<file path="src/rtl/rphit_pkg.sv">
// Shared types and constants for the ray / polygon edge hit test.
// Used by rphit_ray_front, rphit_edge_eval and ray_polygon_edge_hit_test.
`timescale 1ns / 1ps

package rphit_pkg;

    // Default geometry of the coordinate and direction formats
    localparam int COORD_WIDTH_DEF   = 32;
    localparam int DIR_FRAC_BITS_DEF = 14;

    // Fixed field widths
    localparam int DIR_WIDTH    = 16;
    localparam int LEN_WIDTH    = 32;
    localparam int M_TDATA_W    = 8;

    // Item kinds carried on tuser
    localparam logic FUNC_BEGIN  = 1'b0;
    localparam logic FUNC_VERTEX = 1'b1;

    // Per-item control that travels down the pipeline beside the edge terms
    typedef struct packed {
        logic begin_q;   // item loads a new ray and clears the sticky flag
        logic test1;     // edge from previous vertex to this vertex is tested
        logic test2;     // closing edge from this vertex to the first is tested
        logic eoq;       // item ends the query, one result follows
    } item_ctl_t;

endpackage : rphit_pkg

</file>
<file path="src/rtl/rphit_ray_front.sv">
// Ray setup and edge-delta stage: keeps ray and vertex state, forms the
// coordinate differences for both edges of a vertex. Depends on rphit_pkg.
`timescale 1ns / 1ps

module rphit_ray_front
    import rphit_pkg::*;
#(
    parameter int COORD_WIDTH   = COORD_WIDTH_DEF,
    parameter int DIR_FRAC_BITS = DIR_FRAC_BITS_DEF
) (
    input  logic                          aclk,
    input  logic                          aresetn,
    input  logic                          en,
    input  logic                          in_valid,
    input  logic                          in_func,
    input  logic signed [COORD_WIDTH-1:0] in_x,
    input  logic signed [COORD_WIDTH-1:0] in_y,
    input  logic signed [DIR_WIDTH-1:0]   in_dir_x,
    input  logic signed [DIR_WIDTH-1:0]   in_dir_y,
    input  logic [LEN_WIDTH-1:0]          in_len,
    input  logic                          in_first,
    input  logic                          in_last,
    input  logic                          in_eoq,
    output logic                          out_valid,
    output item_ctl_t                     out_ctl,
    output logic signed [COORD_WIDTH:0]   out_dr_x,
    output logic signed [COORD_WIDTH:0]   out_dr_y,
    output logic signed [COORD_WIDTH:0]   out_a1,
    output logic signed [COORD_WIDTH:0]   out_b1,
    output logic signed [COORD_WIDTH:0]   out_ox1,
    output logic signed [COORD_WIDTH:0]   out_oy1,
    output logic signed [COORD_WIDTH:0]   out_a2,
    output logic signed [COORD_WIDTH:0]   out_b2,
    output logic signed [COORD_WIDTH:0]   out_ox2,
    output logic signed [COORD_WIDTH:0]   out_oy2
);

    localparam int CW = COORD_WIDTH;
    localparam int DW = COORD_WIDTH + 1;
    localparam int PW = LEN_WIDTH + DIR_WIDTH + 1;
    localparam int QW = PW - DIR_FRAC_BITS;
    localparam int EW = ((CW > QW) ? CW : QW) + 1;
    localparam logic signed [EW-1:0] SAT_HI = EW'({1'b0, {(CW-1){1'b1}}});
    localparam logic signed [EW-1:0] SAT_LO = ~SAT_HI;

    // Ray and vertex state
    logic signed [CW-1:0] start_x_reg, start_y_reg, end_x_reg, end_y_reg;
    logic signed [CW-1:0] first_x_reg, first_y_reg, prev_x_reg, prev_y_reg;

    // Ray end: origin - floor(len * dir / 2^F), saturated
    logic signed [LEN_WIDTH:0] len_s;
    logic signed [PW-1:0]      prod_x, prod_y;
    logic signed [QW-1:0]      q_x, q_y;
    logic signed [EW-1:0]      e_x, e_y;
    logic signed [CW-1:0]      end_x_next, end_y_next;

    assign len_s  = {1'b0, in_len};
    assign prod_x = PW'(len_s) * PW'(in_dir_x);
    assign prod_y = PW'(len_s) * PW'(in_dir_y);
    assign q_x    = prod_x[PW-1:DIR_FRAC_BITS];
    assign q_y    = prod_y[PW-1:DIR_FRAC_BITS];
    assign e_x    = EW'(in_x) - EW'(q_x);
    assign e_y    = EW'(in_y) - EW'(q_y);

    // Clamp the ray end to the coordinate range
    always_comb begin
        if (e_x > SAT_HI) begin
            end_x_next = SAT_HI[CW-1:0];
        end else if (e_x < SAT_LO) begin
            end_x_next = SAT_LO[CW-1:0];
        end else begin
            end_x_next = e_x[CW-1:0];
        end
        if (e_y > SAT_HI) begin
            end_y_next = SAT_HI[CW-1:0];
        end else if (e_y < SAT_LO) begin
            end_y_next = SAT_LO[CW-1:0];
        end else begin
            end_y_next = e_y[CW-1:0];
        end
    end

    // Edge differences; a first vertex closes its own edge against itself
    logic                 is_begin;
    logic signed [CW-1:0] first_x_sel, first_y_sel;

    assign is_begin    = (in_func == FUNC_BEGIN);
    assign first_x_sel = in_first ? in_x : first_x_reg;
    assign first_y_sel = in_first ? in_y : first_y_reg;

    // Update ray and vertex state per accepted transaction
    always_ff @(posedge aclk) begin
        if (!aresetn) begin
            start_x_reg <= '0;
            start_y_reg <= '0;
            end_x_reg   <= '0;
            end_y_reg   <= '0;
        end else if (en && in_valid && is_begin) begin
            start_x_reg <= in_x;
            start_y_reg <= in_y;
            end_x_reg   <= end_x_next;
            end_y_reg   <= end_y_next;
        end
    end

    always_ff @(posedge aclk) begin
        if (en && in_valid && !is_begin) begin
            if (in_first) begin
                first_x_reg <= in_x;
                first_y_reg <= in_y;
            end
            prev_x_reg <= in_x;
            prev_y_reg <= in_y;
        end
    end

    // Stage register toward the multipliers
    always_ff @(posedge aclk) begin
        if (!aresetn) begin
            out_valid <= 1'b0;
        end else if (en) begin
            out_valid <= in_valid;
        end
    end

    always_ff @(posedge aclk) begin
        if (en) begin
            out_ctl.begin_q <= is_begin;
            out_ctl.test1   <= !is_begin && !in_first;
            out_ctl.test2   <= !is_begin && in_last;
            out_ctl.eoq     <= in_eoq;
            out_dr_x        <= DW'(end_x_reg) - DW'(start_x_reg);
            out_dr_y        <= DW'(end_y_reg) - DW'(start_y_reg);
            out_a1          <= DW'(prev_y_reg) - DW'(in_y);
            out_b1          <= DW'(in_x) - DW'(prev_x_reg);
            out_ox1         <= DW'(prev_x_reg) - DW'(start_x_reg);
            out_oy1         <= DW'(prev_y_reg) - DW'(start_y_reg);
            out_a2          <= DW'(in_y) - DW'(first_y_sel);
            out_b2          <= DW'(first_x_sel) - DW'(in_x);
            out_ox2         <= DW'(in_x) - DW'(start_x_reg);
            out_oy2         <= DW'(in_y) - DW'(start_y_reg);
        end
    end

endmodule : rphit_ray_front

</file>
<file path="config.mk">
export PLATFORM = sky130hd
export DESIGN_NAME = rphit_ray_front
export DESIGN_NICKNAME = d
export VERILOG_FILES = /design/src/rtl/rphit_pkg.sv /design/src/rtl/rphit_ray_front.sv
export SDC_FILE = /design/constraint.sdc
export NUM_CORES = 2
export LEC_CHECK = 0
export ABC_AREA = 1
export BUFFER_PORTS_ARGS = -buffer_cell sky130_fd_sc_hd__buf_2
export CORE_ASPECT_RATIO = 0.75
export CORE_MARGIN = 5
export CORE_UTILIZATION = 65
export CTS_CLUSTER_SIZE = 16
export DETAILED_ROUTE_END_ITERATION = 6
export PLACE_DENSITY = 0.95
export SYNTH_ARGS = -nofsm -noshare
export SYNTH_HDL_FRONTEND = slang
export SYNTH_SLANG_ARGS = --single-unit
</file>
<file path="constraint.sdc">
create_clock -name aclk -period 12.5 [get_ports aclk]
set_input_delay 1.875 -clock aclk [delete_from_list [all_inputs] [get_ports aclk]]
set_output_delay 1.875 -clock aclk [all_outputs]
set_load 0.05 [all_outputs]
</file>
; ---- Word-level counts from Yosys, hierarchy flattened
; Cells that the tools add are included.
[word_totals]
output_inout_bits = 335
in_bits = 136
regBits = 591
word_cells = 54
[op_classes]
bitwise = 1
n_addsub = 12
reduce_logical = 6
mul = 2
order_cmp = 4
n_mux = 6
[ops]
columns = operator, n
row1 = $sub 32x32->33, 10
row2 = $mux 32, 6
row3 = $mul 33x16->49, 2
row4 = $gt 36x32->1 const B, 2
row5 = $lt 36x32->1 const B, 2
row6 = $sub 32x35->36, 2
row7 = $logic_and 1x1->1, 5
row8 = $logic_not 1->1, 1
row9 = $not 1->1, 1

; ---- Depth between registers and ports, before layout
[logic_depth]
word_depth = 5
mapped_depth = 45
depth_no_buf = 43

; ---- Worst setup path before layout
; OpenSTA, ideal clock, no wires.
[synth_path]
path_type = input to register
startpoint = input in_dir_x[1]
endpoint = register end_x_reg[10]
stages = 36
slack_ns = 3.885
arrival_time_ns = 8.495
t_required_ns = 12.381
n_path_buf = 2
setup_ns = 0.119
cell_sequence = clkbuf_1 -> nand2_1 -> fa_1 -> inv_1 -> fa_1 -> inv_1 -> fa_1 -> inv_1 -> fa_1 -> fa_1 -> inv_1 -> fa_1 -> inv_1 -> ha_1 -> a21oi_1 -> inv_1 -> a21oi_1 -> inv_1 -> a221oi_1 -> nand2_1 -> nand2_1 -> nand2_1 -> xnor2_1 -> ha_1 -> a21oi_1 -> a21boi_0 -> nand2_1 -> a21oi_1 -> nand2_1 -> nand2_1 -> nand2_1 -> nor2_1 -> nand3b_1 -> a21oi_2 -> buf_6 -> a21oi_1
[synth_between]
elab_chain_len = 5
[synth_rtl]
columns = element, line_no
row1 = "start, declared", rphit_ray_front.sv:18  ; input logic signed [DIR_WIDTH-1:0] in_dir_x,
row2 = $mul 33x16->49 (*), rphit_ray_front.sv:58  ; assign prod_x = PW'(len_s) * PW'(in_dir_x);
row3 = $sub 32x35->36 (*), rphit_ray_front.sv:62  ; assign e_x = EW'(in_x) - EW'(q_x);
row4 = $lt 36x32->1, rphit_ray_front.sv:69  ; end else if (e_x < SAT_LO) begin
row5 = $mux 32, rphit_ray_front.sv:69
row6 = $mux 32 (*), rphit_ray_front.sv:67  ; if (e_x > SAT_HI) begin
row7 = "end signal, assigned", rphit_ray_front.sv:101  ; end_x_reg <= end_x_next;
row8 = "end, declared", rphit_ray_front.sv:47  ; logic signed [CW-1:0] start_x_reg, start_y_reg, end_x_reg, end_y_reg;
; Every way passes the cells marked *; elsewhere a longest branch is shown, timed or not.
; A chain may end at the register's enable or synchronous reset.

; ---- Final worst setup path
[layout_path]
startpoint = input in_len[2]
endpoint = register end_y_reg[30]
[layout_between]
elab_chain_len = 5
[layout_rtl]
columns = element, line_no
row1 = "start, declared", rphit_ray_front.sv:20  ; input logic [LEN_WIDTH-1:0] in_len,
row2 = $mul 33x16->49 (*), rphit_ray_front.sv:59  ; assign prod_y = PW'(len_s) * PW'(in_dir_y);
row3 = $sub 32x35->36 (*), rphit_ray_front.sv:63  ; assign e_y = EW'(in_y) - EW'(q_y);
row4 = $lt 36x32->1, rphit_ray_front.sv:76  ; end else if (e_y < SAT_LO) begin
row5 = $mux 32, rphit_ray_front.sv:76
row6 = $mux 32 (*), rphit_ray_front.sv:74  ; if (e_y > SAT_HI) begin
row7 = "end signal, assigned", rphit_ray_front.sv:102  ; end_y_reg <= end_y_next;
row8 = "end, declared", rphit_ray_front.sv:47
; Marked as above.

==> run summary <==
STATUS
------------------------------------------------------------------------------------------------------
Result of the run ....................................................................... complete, but fails checks
Violated checks ......................................................................... design-rule violations

CLOCK TREE
------------------------------------------------------------------------------------------------------
Maximum number of buffers from clock root to sink .......................................            3
Setup bufs post-CTS .....................................................................            0
Clock transition at the register clock pins on the worst setup and hold paths after CTS .      0.06 ns
Clk_lat worst skew ......................................................................      0.67 ns
Root Driver .............................................................................    clkbuf_16
Clock Sink Count ........................................................................          591
Hold-fix buffers at CTS .................................................................            0
TritonCTS clock tree ....................................................................         done
Deepest level of the CTS H-tree .........................................................            3
Post_cts resized ........................................................................            0
Clock buffer count from CTS .............................................................           66

STA
------------------------------------------------------------------------------------------------------
Final critical delay including setup and external delays ................................     10.61 ns
Setup TNS Final .........................................................................         0 ns
Max Clock Freq ..........................................................................     94.3 MHz
Clock skew ..............................................................................    0.0378 ns
Number of failing hold endpoints at the final stage .....................................            0
Slew at the pin closest to its max-slew limit ...........................................      1.31 ns
Final slew viol count ...................................................................            0
Crit share post-route ...................................................................        0.849
RSZ-0062 raised after global routing ....................................................           no
Final critical-path setup slack .........................................................      1.89 ns
Worst max-slew margin expressed relative to the limit ...................................        0.129
Total setup violations reported at the end of the flow ..................................            0

SYNTHESIS
------------------------------------------------------------------------------------------------------
Multiplexer share of the synthesized area ...............................................            0
Syn_area_per_cell .......................................................................     8.01 µm²
Number of enable-type register cells in the synthesized netlist .........................          462
Yosys warning count .....................................................................            0
Leading area contributor after synthesis ................................................         fa_1
Share of Yosys cell area claimed by the top area cell type ..............................        0.229
Combinational family with the most area after synthesis .................................  adder cells
Post-synthesis compound-gate area fraction ..............................................        0.113
Synth Cell Area .........................................................................    74000 µm²
Synthesized instance count ..............................................................         9232
#FFs+latches synth ......................................................................          591
Async set-or-reset flop fraction in the synthesized netlist .............................            0
Most used flip-flop cell after synthesis ................................................     edfxtp_1
Count of unique library cells instantiated by Yosys .....................................           46
Area contributors post-synth ............................................................ fa_1, edfxtp_1, ha_1, inv_1, nand2_1
Total nets after synthesis ..............................................................        10.9k
Post-Synth Simple-Gate Area .............................................................        0.150
Register area share after synthesis .....................................................        0.223
Adder-Cell Fraction of Synth Area .......................................................        0.346
Parity-gate share of the synthesized area counting xor and xnor cells ...................       0.0488

MIN PATH
------------------------------------------------------------------------------------------------------
HP Class ................................................................................ flip-flop to flip-flop

FLOW RUN
------------------------------------------------------------------------------------------------------
Max_cap viols ...........................................................................            0

ROUTE
------------------------------------------------------------------------------------------------------
Antenna Violating Nets Remaining ........................................................            0
WL met1 .................................................................................       105 mm
Total iterations of the first detailed-routing run ......................................            7
Total Routed Length .....................................................................       268 mm
Remaining DRCs ..........................................................................           26
Met2 wirelength from detailed routing ...................................................       107 mm
Wirelength per Cell .....................................................................      24.1 µm
DR vias .................................................................................        67.7k
Drt initial violations ..................................................................         9437
Post-DR vias/cell .......................................................................         6.08
Detailed-routed wire length on met3 .....................................................      44.9 mm
Highest metal layer with signal wires ...................................................         met5

DIE
------------------------------------------------------------------------------------------------------
Core area ...............................................................................   113000 µm²
Vert. Die Dim ...........................................................................       302 µm
Total Die Area ..........................................................................   121000 µm²
Effective utilization at floorplan ......................................................        0.653
I/O Pins ................................................................................          471
Die width ...............................................................................       399 µm
Row count ...............................................................................          107

WORST SETUP PATH
------------------------------------------------------------------------------------------------------
Startpoint class of the critical path ...................................................   input port
Slowest cell on the critical path .......................................................      nand2_1
Setup crit end kind .....................................................................    flip-flop
Longest individual stage delay on the worst path ........................................      0.81 ns
Data required, critical path ............................................................     13.07 ns
Signal arrival time at the worst endpoint ...............................................     11.18 ns
Crit path kind .......................................................................... input port to flip-flop
Top cell by count, worst path ...........................................................      nand2_1
Max Fanout on Critical Path .............................................................           32

CELLS AND AREA
------------------------------------------------------------------------------------------------------
Share of post-route cells with drive strength above 1 ...................................       0.0649
Signed area change from the synthesized netlist to the final layout .....................        7.80%
Final Instance Count excl. Fillers ......................................................        11.1k
Fin nets ................................................................................        11.2k

PLACE
------------------------------------------------------------------------------------------------------
Total of buffers placed on input and output ports .......................................          470
Cell count after placement ..............................................................        11.0k
GP Congestion ...........................................................................         1.04
Placement-stage worst setup slack .......................................................      1.55 ns
Post-detail-place hpwl ..................................................................       217 mm

GLOBAL ROUTING
------------------------------------------------------------------------------------------------------
Total Routing Usage GR ..................................................................        0.436
Largest net degree at the start of global routing .......................................          105
Number of global-route vias before repair ...............................................        66.9k
GRT overflow ............................................................................            0
Wire length of the first global-routing pass ............................................       397 mm
Number of antenna violations at the first check in global routing .......................           25

==> Yosys cell counts, types with 2 or more instances <==
master	number
o211ai_1	38
fa_1	846
dfxtp_1	129
clkbuf_1	237
o311ai_0	3
nand4_1	60
nor2_1	512
o21a_1	49
o31ai_1	6
nand3_1	125
a221oi_1	7
inv_1	2100
buf_2	5
nor4_1	11
xor2_1	239
o221ai_1	9
and3_1	3
a21boi_0	10
a211oi_1	28
a21oi_2	2
a31oi_1	35
nand3_2	3
o21ai_2	3
ha_1	692
a21oi_1	779
o21ai_1	38
nand2_1	1993
a21boi_1	9
a21o_1	37
o21bai_1	30
xnor2_1	173
nor3_1	71
nand2_2	6
buf_1	3
or2_2	3
edfxtp_1	462
nand3b_1	14
buf_6	7
inv_2	2
o21ai_0	447
==> final cells by class <==
| cell class | instances | area, µm² |
|---|---|---|
| flip-flops and latches | 591 | 16500 |
| diodes | 20 | 50.0 |
| multi-input cells | 6286 | 48600 |
| clock buffers | 81 | 1820 |
| inverters | 2102 | 7890 |
| well taps | 1526 | 1910 |
| fillers | 8625 | 33500 |
| clock inverters | 40 | 482 |
| repair buffers | 488 | 2500 |
==> cell families (layout without fill, tap and decap cells) <==
family	after synthesis	in the layout
other cells	0	20
flops	591	591
xor+xnor	412	412
buf+inv	2355	2711
fa+ha+maj	1538	1538
simple gates	2804	2804
compound gates	1532	1532
==> cell usage in the layout, fill, tap and decap left out, types with 10 or more instances in the layout <==
master        n
nand4_1      60
a211oi_1     28
edfxtp_1    462
nor2_1      510
a31oi_1      35
nor4_1       11
fa_1        846
dfxtp_1     129
o211ai_1     38
xnor2_1     173
inv_1      2100
o21a_1       49
a21oi_1     779
nand3_1     125
diode_2      20
nand2_1    1993
xor2_1      239
nand3b_1     14
a21boi_0     10
o21ai_0     447
clkbuf_16    69
o21bai_1     30
ha_1        692
nor3_1       71
buf_4        19
a21o_1       37
o21ai_1      38
buf_2       468
==> worst max-delay path: cells and delay by family <==
kind,cells,cell delay [ns]
AND/OR/NAND/NOR,15,2.70
adder cells (fa/ha/maj),9,3.50
XOR/XNOR,1,0.15
AO/OA/AOI/OAI,5,1.38
buffers and inverters,8,1.51
==> routing by layer <==
metal  global-route usage  vias up
met2                0.608     5307
met5               0.0187        -
met3                0.183     1100
met4                0.150       20
li1                     -    29400
met1                0.613    31900
==> worst paths after layout <==
path                                   from  slack (ns)                    endpoint  cells after the start
hold / removal    end_x_reg[0]$_SDFFE_PN0P_        0.49   end_x_reg[0]$_SDFFE_PN0P_                      2
hold reg to reg   end_x_reg[0]$_SDFFE_PN0P_        0.49   end_x_reg[0]$_SDFFE_PN0P_                      2
setup / recovery                  in_len[2]        1.89  end_y_reg[30]$_SDFFE_PN0P_                     38
setup reg to reg   first_y_reg[2]$_DFFE_PP_        8.33        out_a2[31]$_DFFE_PP_                     11
==> stage by stage <==
step,area [µm²],utilization,hold slack (ns)
5_1_grt,79700,0.703,0.514
3_5_place_dp,77400,0.683,0.479
2_1_floorplan,74000,-,0.445
6_report,79700,0.704,0.493
4_1_cts,79700,0.703,0.490
3_3_place_gp,77400,0.683,0.456
Power is left out: the tool's default activity adds up to more than one toggle a clock period on the data nets, which glitch-free logic cannot reach.
